===== src/design/gdda_pkg.sv =====
`timescale 1ns / 1ps
// ----------------------------------------------------------------------------
// gdda_pkg
// Shared constants, types and the month-start table for the Gregorian day
// arithmetic core.
// ----------------------------------------------------------------------------
package gdda_pkg;

	// Days in the Gregorian periods
	localparam logic [8:0]  DAYS_1Y    = 9'd365;
	localparam logic [10:0] DAYS_4Y    = 11'd1461;
	localparam logic [15:0] DAYS_100Y  = 16'd36524;
	localparam logic [17:0] DAYS_400Y  = 18'd146097;
	localparam logic [21:0] MAX_SERIAL = 22'd3652058;

	// Reciprocal multipliers: floor(x * RECIP >> SHIFT) is exact or one low
	localparam logic [12:0] RECIP_100   = 13'd5243;
	localparam int          SHIFT_100   = 19;
	localparam logic [9:0]  RECIP_400Y  = 10'd918;
	localparam int          SHIFT_400Y  = 27;
	localparam logic [10:0] RECIP_4Y    = 11'd1435;
	localparam int          SHIFT_4Y    = 21;

	// Side information that travels with an item through the date split
	typedef struct packed {
		logic        zero_date;
		logic        range_error;
		logic [22:0] diff;
	} gdda_tag_t;

	// Days before month idx (0 = January) in a common or leap year
	function automatic logic [8:0] month_start(input logic leap, input logic [3:0] idx);
		logic [8:0] base;
		base = 9'd0;
		case (idx)
			4'd0:    base = 9'd0;
			4'd1:    base = 9'd31;
			4'd2:    base = 9'd59;
			4'd3:    base = 9'd90;
			4'd4:    base = 9'd120;
			4'd5:    base = 9'd151;
			4'd6:    base = 9'd181;
			4'd7:    base = 9'd212;
			4'd8:    base = 9'd243;
			4'd9:    base = 9'd273;
			4'd10:   base = 9'd304;
			4'd11:   base = 9'd334;
			default: base = 9'd334;
		endcase
		if (leap && idx >= 4'd2) begin
			base = base + 9'd1;
		end
		return base;
	endfunction

endpackage


===== src/design/gdda_date_to_serial.sv =====
`timescale 1ns / 1ps
// ----------------------------------------------------------------------------
// gdda_date_to_serial
// Two-stage conversion of a year, month and day to a signed serial day
// number, day 0 being 0001-01-01.
// ----------------------------------------------------------------------------
module gdda_date_to_serial (
	input  logic               clk,
	input  logic               en,
	input  logic [13:0]        year,
	input  logic [3:0]         month,
	input  logic [4:0]         day,
	output logic signed [22:0] serial
);
	import gdda_pkg::*;

	logic [13:0] y_c;
	logic [3:0]  m_c;
	logic [26:0] prod_c;

	logic [13:0] y_s1;
	logic [3:0]  m_s1;
	logic [4:0]  d_s1;
	logic [6:0]  q_s1;

	logic [13:0] r100;
	logic        century;
	logic [6:0]  pq;
	logic [13:0] p;
	logic        leap;
	logic [22:0] sum;

	logic [22:0] serial_s2;

	// Stage 1: saturate the year and month, take year / 100 by reciprocal
	always_comb begin
		y_c = year;
		if (year == 14'd0) begin
			y_c = 14'd1;
		end else if (year > 14'd9999) begin
			y_c = 14'd9999;
		end
		m_c = month;
		if (month == 4'd0) begin
			m_c = 4'd1;
		end else if (month > 4'd12) begin
			m_c = 4'd12;
		end
		prod_c = {13'd0, y_c} * {14'd0, RECIP_100};
	end

	always_ff @(posedge clk) begin
		if (en) begin
			y_s1 <= y_c;
			m_s1 <= m_c;
			d_s1 <= day;
			q_s1 <= 7'(prod_c >> SHIFT_100);
		end
	end

	// Stage 2: leap rule and the day count
	always_comb begin
		r100    = y_s1 - 14'({7'd0, q_s1} * 14'd100);
		century = (r100 == 14'd0);
		// (y-1)/100 drops by one on a century year
		pq      = q_s1 - {6'd0, century};
		p       = y_s1 - 14'd1;
		leap    = century ? (q_s1[1:0] == 2'd0) : (y_s1[1:0] == 2'd0);
		sum     = {9'd0, p} * 23'd365
		        + {11'd0, p[13:2]}
		        - {16'd0, pq}
		        + {18'd0, pq[6:2]}
		        + {14'd0, month_start(leap, m_s1 - 4'd1)}
		        + {18'd0, d_s1}
		        - 23'd1;
	end

	always_ff @(posedge clk) begin
		if (en) begin
			serial_s2 <= sum;
		end
	end

	assign serial = $signed(serial_s2);

endmodule


===== src/design/gdda_serial_to_date.sv =====
`timescale 1ns / 1ps
// ----------------------------------------------------------------------------
// gdda_serial_to_date
// Seven-stage split of a serial day number into 400-, 100-, 4- and 1-year
// periods and a month search, with valid bits and side tags in step.
// ----------------------------------------------------------------------------
module gdda_serial_to_date (
	input  logic                clk,
	input  logic                arst_n,
	input  logic                en,
	input  logic                in_valid,
	input  gdda_pkg::gdda_tag_t in_tag,
	input  logic [21:0]         serial,
	output logic                out_valid,
	output gdda_pkg::gdda_tag_t out_tag,
	output logic [13:0]         year,
	output logic [3:0]          month,
	output logic [4:0]          day
);
	import gdda_pkg::*;

	logic      v_s4, v_s5, v_s6, v_s7, v_s8, v_s9, v_s10;
	gdda_tag_t tag_s4, tag_s5, tag_s6, tag_s7, tag_s8, tag_s9, tag_s10;

	logic [31:0] prod_a;
	logic [21:0] n_s4;
	logic [4:0]  qa_s4;

	logic [21:0] r_b;
	logic [4:0]  q400_s5;
	logic [17:0] r400_s5;

	logic [1:0]  q100_c;
	logic [4:0]  q400_s6;
	logic [1:0]  q100_s6;
	logic [15:0] r100_s6;

	logic [26:0] prod_d;
	logic [4:0]  q400_s7;
	logic [1:0]  q100_s7;
	logic [15:0] r100_s7;
	logic [4:0]  qa4_s7;

	logic [15:0] r_e;
	logic [4:0]  q400_s8;
	logic [1:0]  q100_s8;
	logic [4:0]  q4_s8;
	logic [10:0] r4_s8;

	logic [1:0]  q1_c;
	logic [13:0] y_f;
	logic [13:0] y_s9;
	logic [8:0]  doy_s9;
	logic        leap_s9;

	logic [3:0]  mon_g;
	logic [8:0]  dom_g;
	logic [13:0] y_s10;
	logic [3:0]  m_s10;
	logic [4:0]  d_s10;

	// Valid bits
	always_ff @(posedge clk or negedge arst_n) begin
		if (!arst_n) begin
			v_s4  <= 1'b0;
			v_s5  <= 1'b0;
			v_s6  <= 1'b0;
			v_s7  <= 1'b0;
			v_s8  <= 1'b0;
			v_s9  <= 1'b0;
			v_s10 <= 1'b0;
		end else if (en) begin
			v_s4  <= in_valid;
			v_s5  <= v_s4;
			v_s6  <= v_s5;
			v_s7  <= v_s6;
			v_s8  <= v_s7;
			v_s9  <= v_s8;
			v_s10 <= v_s9;
		end
	end

	// Stage 4: estimate the 400-year count
	assign prod_a = {10'd0, serial} * {22'd0, RECIP_400Y};

	// Stage 5: remainder, fix an estimate that came out one low
	assign r_b = n_s4 - 22'({17'd0, qa_s4} * {4'd0, DAYS_400Y});

	// Stage 6: 100-year count, capped at three
	always_comb begin
		if (r400_s5 >= 18'({DAYS_100Y, 1'b0} + {2'd0, DAYS_100Y})) begin
			q100_c = 2'd3;
		end else if (r400_s5 >= {1'b0, DAYS_100Y, 1'b0}) begin
			q100_c = 2'd2;
		end else if (r400_s5 >= {2'd0, DAYS_100Y}) begin
			q100_c = 2'd1;
		end else begin
			q100_c = 2'd0;
		end
	end

	// Stage 7: estimate the 4-year count
	assign prod_d = {11'd0, r100_s6} * {16'd0, RECIP_4Y};

	// Stage 8: remainder within the 4-year block
	assign r_e = r100_s7 - 16'({11'd0, qa4_s7} * {5'd0, DAYS_4Y});

	// Stage 9: single years, capped at three, and the year number
	always_comb begin
		if (r4_s8 >= 11'({DAYS_1Y, 1'b0} + {2'd0, DAYS_1Y})) begin
			q1_c = 2'd3;
		end else if (r4_s8 >= {1'b0, DAYS_1Y, 1'b0}) begin
			q1_c = 2'd2;
		end else if (r4_s8 >= {2'd0, DAYS_1Y}) begin
			q1_c = 2'd1;
		end else begin
			q1_c = 2'd0;
		end
		y_f = {9'd0, q400_s8} * 14'd400 + {12'd0, q100_s8} * 14'd100
		    + {7'd0, q4_s8, 2'b00} + {12'd0, q1_c} + 14'd1;
	end

	// Stage 10: month search over the month-start table
	always_comb begin
		mon_g = 4'd1;
		for (int i = 1; i < 12; i++) begin
			if (month_start(leap_s9, 4'(i)) <= doy_s9) begin
				mon_g = 4'(i + 1);
			end
		end
		dom_g = doy_s9 - month_start(leap_s9, mon_g - 4'd1) + 9'd1;
	end

	always_ff @(posedge clk) begin
		if (en) begin
			tag_s4  <= in_tag;
			n_s4    <= serial;
			qa_s4   <= 5'(prod_a >> SHIFT_400Y);

			tag_s5  <= tag_s4;
			if (r_b >= {4'd0, DAYS_400Y}) begin
				q400_s5 <= qa_s4 + 5'd1;
				r400_s5 <= 18'(r_b - {4'd0, DAYS_400Y});
			end else begin
				q400_s5 <= qa_s4;
				r400_s5 <= r_b[17:0];
			end

			tag_s6  <= tag_s5;
			q400_s6 <= q400_s5;
			q100_s6 <= q100_c;
			r100_s6 <= 16'(r400_s5 - 18'({16'd0, q100_c} * {2'd0, DAYS_100Y}));

			tag_s7  <= tag_s6;
			q400_s7 <= q400_s6;
			q100_s7 <= q100_s6;
			r100_s7 <= r100_s6;
			qa4_s7  <= 5'(prod_d >> SHIFT_4Y);

			tag_s8  <= tag_s7;
			q400_s8 <= q400_s7;
			q100_s8 <= q100_s7;
			if (r_e >= {5'd0, DAYS_4Y}) begin
				q4_s8 <= qa4_s7 + 5'd1;
				r4_s8 <= 11'(r_e - {5'd0, DAYS_4Y});
			end else begin
				q4_s8 <= qa4_s7;
				r4_s8 <= r_e[10:0];
			end

			tag_s9  <= tag_s8;
			y_s9    <= y_f;
			doy_s9  <= 9'(r4_s8 - 11'({9'd0, q1_c} * {2'd0, DAYS_1Y}));
			// Last year of a 4-year block is leap unless it closes a plain century
			leap_s9 <= (q1_c == 2'd3) && !((q4_s8 == 5'd24) && (q100_s8 != 2'd3));

			tag_s10 <= tag_s9;
			if (tag_s9.zero_date) begin
				y_s10 <= 14'd0;
				m_s10 <= 4'd0;
				d_s10 <= 5'd0;
			end else begin
				y_s10 <= y_s9;
				m_s10 <= mon_g;
				d_s10 <= dom_g[4:0];
			end
		end
	end

	assign out_valid = v_s10;
	assign out_tag   = tag_s10;
	assign year      = y_s10;
	assign month     = m_s10;
	assign day       = d_s10;

`ifndef SYNTH
	a_r400_bound: assert property (@(posedge clk) disable iff (!arst_n)
		v_s5 |-> (r400_s5 < DAYS_400Y))
		else $error("400-year remainder out of range");
	a_r4_bound: assert property (@(posedge clk) disable iff (!arst_n)
		v_s8 |-> (r4_s8 < DAYS_4Y))
		else $error("4-year remainder out of range");
	a_doy_bound: assert property (@(posedge clk) disable iff (!arst_n)
		v_s9 |-> (doy_s9 <= (leap_s9 ? DAYS_1Y : DAYS_1Y - 9'd1)))
		else $error("day of year past the end of the year");
`endif

endmodule


===== src/design/gregorian_date_day_arithmetic_core.sv =====
`timescale 1ns / 1ps
// Throughput: one item per cycle; the pipeline advances whenever the output
// register is empty or being taken, so stalls hold every stage in place.
// Reset clears the valid bits only; payload registers are not reset.
// ----------------------------------------------------------------------------
// gregorian_date_day_arithmetic_core
// Proleptic Gregorian date shift by a day offset and day difference of two
// dates, as a ten-stage pipeline with stream handshakes.
// ----------------------------------------------------------------------------
module gregorian_date_day_arithmetic_core (
	input  logic        clk,
	input  logic        arst_n,
	input  logic        s_tvalid,
	output logic        s_tready,
	// year[13:0], month[17:14], day[22:18], day_offset[45:23],
	// other_year[59:46], other_month[63:60], other_day[68:64], zero pad [71:69]
	input  logic [71:0] s_tdata,
	// action[0]
	input  logic        s_tuser,
	output logic        m_tvalid,
	input  logic        m_tready,
	// result_year[13:0], result_month[17:14], result_day[22:18],
	// day_difference[45:23], zero pad [47:46]
	output logic [47:0] m_tdata,
	// range_error[0]
	output logic        m_tuser
);
	import gdda_pkg::*;

	logic en;

	logic        v_s1, v_s2, v_s3;
	logic        act_s1, act_s2;
	logic [22:0] off_s1, off_s2;

	logic signed [22:0] ser_a, ser_b;

	logic signed [23:0] shifted;
	logic               err_c;
	gdda_tag_t          tag_c;
	logic [21:0]        n_c;

	gdda_tag_t   tag_s3;
	logic [21:0] n_s3;

	gdda_tag_t   tag_out;
	logic [13:0] y_out;
	logic [3:0]  m_out;
	logic [4:0]  d_out;

	// Advance when the output register is free or being drained
	assign en       = !m_tvalid || m_tready;
	assign s_tready = en;

	always_ff @(posedge clk or negedge arst_n) begin
		if (!arst_n) begin
			v_s1 <= 1'b0;
			v_s2 <= 1'b0;
			v_s3 <= 1'b0;
		end else if (en) begin
			v_s1 <= s_tvalid;
			v_s2 <= v_s1;
			v_s3 <= v_s2;
		end
	end

	always_ff @(posedge clk) begin
		if (en) begin
			act_s1 <= s_tuser;
			off_s1 <= s_tdata[45:23];
			act_s2 <= act_s1;
			off_s2 <= off_s1;
			tag_s3 <= tag_c;
			n_s3   <= n_c;
		end
	end

	gdda_date_to_serial u_first (
		.clk    (clk),
		.en     (en),
		.year   (s_tdata[13:0]),
		.month  (s_tdata[17:14]),
		.day    (s_tdata[22:18]),
		.serial (ser_a)
	);

	gdda_date_to_serial u_second (
		.clk    (clk),
		.en     (en),
		.year   (s_tdata[59:46]),
		.month  (s_tdata[63:60]),
		.day    (s_tdata[68:64]),
		.serial (ser_b)
	);

	// Stage 3: apply the offset or take the difference
	always_comb begin
		shifted = {ser_a[22], ser_a} + {off_s2[22], off_s2};
		err_c   = (shifted < 24'sd0) || (shifted > $signed({2'b00, MAX_SERIAL}));
		tag_c.zero_date   = act_s2 || err_c;
		tag_c.range_error = !act_s2 && err_c;
		tag_c.diff        = act_s2 ? 23'(ser_a - ser_b) : 23'd0;
		n_c = (act_s2 || err_c) ? 22'd0 : shifted[21:0];
	end

	gdda_serial_to_date u_split (
		.clk       (clk),
		.arst_n    (arst_n),
		.en        (en),
		.in_valid  (v_s3),
		.in_tag    (tag_s3),
		.serial    (n_s3),
		.out_valid (m_tvalid),
		.out_tag   (tag_out),
		.year      (y_out),
		.month     (m_out),
		.day       (d_out)
	);

	assign m_tdata = {2'b00, tag_out.diff, d_out, m_out, y_out};
	assign m_tuser = tag_out.range_error;

`ifndef SYNTH
	a_err_zero_date: assert property (@(posedge clk) disable iff (!arst_n)
		(m_tvalid && m_tuser) |-> (m_tdata[22:0] == 23'd0))
		else $error("range error with a nonzero date");
	a_err_zero_diff: assert property (@(posedge clk) disable iff (!arst_n)
		(m_tvalid && m_tuser) |-> (m_tdata[45:23] == 23'd0))
		else $error("range error with a nonzero day difference");
	a_date_fields: assert property (@(posedge clk) disable iff (!arst_n)
		(m_tvalid && (m_tdata[17:14] != 4'd0)) |->
		((m_tdata[17:14] <= 4'd12) && (m_tdata[22:18] != 5'd0)
		&& (m_tdata[13:0] != 14'd0) && (m_tdata[45:23] == 23'd0)))
		else $error("shifted date fields inconsistent");
`endif

endmodule

===== config.mk =====
export PLATFORM = sky130hd
export DESIGN_NAME = gregorian_date_day_arithmetic_core
export DESIGN_NICKNAME = d
export VERILOG_FILES = /design/src/design/gdda_pkg.sv /design/src/design/gdda_date_to_serial.sv /design/src/design/gdda_serial_to_date.sv /design/src/design/gregorian_date_day_arithmetic_core.sv
export SDC_FILE = /design/constraint.sdc
export NUM_CORES = 2
export LEC_CHECK = 0
export ABC_AREA = 1
export BUFFER_PORTS_ARGS = -buffer_cell sky130_fd_sc_hd__buf_2
export CORE_UTILIZATION = 48
export CTS_BUF_LIST = sky130_fd_sc_hd__clkbuf_16
export DETAILED_ROUTE_END_ITERATION = 7
export GPL_ROUTABILITY_DRIVEN = 0
export SLEW_MARGIN = 10
export SYNTH_ARGS = -nofsm -noshare
export SYNTH_HDL_FRONTEND = slang
export SYNTH_HIERARCHICAL = 1
export SYNTH_SLANG_ARGS = --single-unit

===== constraint.sdc =====
create_clock -name clk -period 15.91 [get_ports clk]
set_input_delay 0 -clock clk [delete_from_list [all_inputs] [get_ports clk]]
set_output_delay 0 -clock clk [all_outputs]
set_load 0.02 [all_outputs]

==> results_dict.tcl <==
set metrics [dict create \
    root_buffer "clkbuf_16" \
    pre_cts_ws_ns 6.19 \
    finalHoldViolCount 0 \
    fmaxAchievable_mhz 103 \
    mostFrequentLayoutCell "inv_1" \
    rsz0062_at_grt "no" \
    place_area_um2 57900 \
    highest_layer "met4" \
    grt-ovfl-total 0 \
    synth_area_per_cell_um2 9.72 \
    first_pass_iters 8 \
    vias 37500 \
    start_util_pct 48.5 \
    final_cell_mix "inv_1 (1,270), ha_1 (892), nand2_1 (872), edfxtp_1 (546), fa_1 (488)" \
    fin_tns_setup_ns 0 \
    cap_viol_max_count 0 \
    antenna_violating_nets_post_route 0 \
    cpPeakStageDelay_ns 0.56 \
    worst-setup-path-type "reg2reg" \
    r2r_slack_ns 6.18 \
    r2r-end "u_second/serial[17]$_DFFE_PP_" \
    drc 13 \
    path_common_cell "nand2_1" \
    setup_viol 0 \
    relSlewSlack_pct 25.0 \
    worstPathMaxFanout 5 \
    violations "design-rule violations" \
    wirelength_mm 113 \
    io_buffer_count 122 \
    numClockSinks 556 \
    dr_wl_met2_mm 55.4 \
    worstPathRequired_ns 16.29 \
    grtUsageTotal_pct 19.9 \
    drive_gt1_share_pct 6.32 \
    grt_pass1_wl_mm 189 \
    startpoint "u_second/q_s1[2]$_DFFE_PP_" \
    wl_per_cell_um 15.0 \
    viasPerCell 4.99 \
    arrival_ns 10.11 \
    r2r_cells 42 \
    grt_pass1_vias 38700 \
    tritoncts "built" \
    met3_length_mm 3.07 \
    finClkSkew_ns 0.0427 \
    cts_buffer_depth 3 \
    die_area_um2 117000 \
    areaGrowthSynthToFinish_pct 9.29 \
    crit_end "u_second/serial[17]$_DFFE_PP_" \
    ctsHtreeMaxLevel 3 \
    dr.first_iter.drc_count 1870 \
    numCtsBuffers 67 \
    min_period_ns 9.73 \
    worstSkewPairLatency_ns 0.64 \
    io_pins 128 \
    tightest_slew_ns 1.12 \
    hpwl_mm 93.4 \
    antenna_found_initial 0 \
    outcome "complete, but fails checks" \
    r2r-start "u_second/q_s1[2]$_DFFE_PP_" \
    fin_ws_ns 6.18 \
    postCtsSetupRepairBufs 0 \
    timing.final.crit_share_pct 61.2 \
    grt_max_degree 156 \
    n_fill_cell 10400 \
    layoutNonFillerInstCount 7508 \
    antenna_cells 0 \
    routedLengthMet1_mm 51.4 \
    worstSetupEndpointType "flip-flop" \
    critPathLaunchType "flip-flop" \
    synth_area_um2 55500 \
    netlist_instances 5712 \
    placed_cells 7323 \
    row_count 124 \
    core_area_um2 115000 \
    die_x_um 342 \
    cts.clk_slew.worst_paths_ns 0.06 \
    die_height_um 342 \
    hp-class "in2reg" \
    cpMaxStageDelayCell "fa_1" \
    layout.nets 7404 \
    maxSlewViolCount 0 \
    yosysWarnings 6 \
    stdcell_area_um2 60700 \
]
==> timing repair <==
item,CTS,global route
hold buffers,67,0
resized for setup,0,0
endpoints found under the hold margin,72,0
==> worst min-delay path by stage <==
| stage | startpoint | to | slack, ns | depth (start not counted) |
|---|---|---|---|---|
| 2_1_floorplan | arst_n | u_split/out_valid$_DFFE_PN0P_ | -0.30 | 0 |
| 3_3_place_gp | arst_n | u_split/v_s5$_DFFE_PN0P_ | -0.13 | 1 |
| 3_5_place_dp | arst_n | u_split/v_s6$_DFFE_PN0P_ | -0.12 | 1 |
| 4_1_cts | s_tdata[12] | u_first/y_s1[12]$_DFFE_PP_ | 0.005 | 3 |
| 5_1_grt | s_tdata[12] | u_first/y_s1[12]$_DFFE_PP_ | 0.03 | 3 |
| 6_report | s_tdata[12] | u_first/y_s1[12]$_DFFE_PP_ | 0.04 | 3 |
==> routing by layer <==
| layer | GRT usage [%] | vias to the layer above |
|---|---|---|
| li1 | - | 19000 |
| met5 | 0 | - |
| met2 | 35.4 | 526 |
| met4 | 5.70 | 0 |
| met1 | 25.6 | 17800 |
| met3 | 2.14 | 170 |
==> state kept, by name, indices dropped and copies added, names as in the netlist, 9 cells and up <==
signal           cells
u_split/tag_s9      25
n_s3                22
u_split/tag_s5      25
off_s2              23
u_split/tag_s6      25
u_second/y_s1       14
u_split/r4_s8       11
u_first/serial      23
u_split/out_tag     24
u_split/tag_s8      25
u_split/y_s9        14
u_split/tag_s4      25
u_split/r400_s5     18
u_split/tag_s7      25
off_s1              23
u_split/year        14
tag_s3              25
u_split/r100_s6     16
u_second/serial     23
u_split/r100_s7     16
u_first/y_s1        14
u_split/doy_s9       9
u_split/n_s4        22
==> worst max-delay path: cells and delay by family (launching register included) <==
kind	cells	cell delay [ns]
adders and majority gates	13	4.95
AOI/OAI and AO/OA	9	1.66
and+or+nand+nor	13	1.33
xor gates and xnor gates	3	0.76
DFF	1	0.46
buffers and inverters	4	0.33
==> per-stage QoR <==
step           hold WS [ns]  util, %
2_1_floorplan        -0.296        -
3_3_place_gp         -0.132     50.6
3_5_place_dp         -0.123     50.6
4_1_cts             0.00487     53.0
5_1_grt              0.0251     53.0
6_report             0.0401     53.0
==> layout make-up <==
type / instances / area, um^2 / area share (%)
multi-input combinational: 3852 / 33900 / 55.9
clock buffer: 67 / 1680 / 2.76
inverter: 1275 / 4790 / 7.89
clock inverter: 51 / 452 / 0.744
timing repair buffer: 195 / 1340 / 2.21
tap: 1512 / 1890 / 3.12
sequential: 556 / 16600 / 27.4
Power is left out: the tool's default activity adds up to more than one toggle a clock period on the data nets, which glitch-free logic cannot reach.
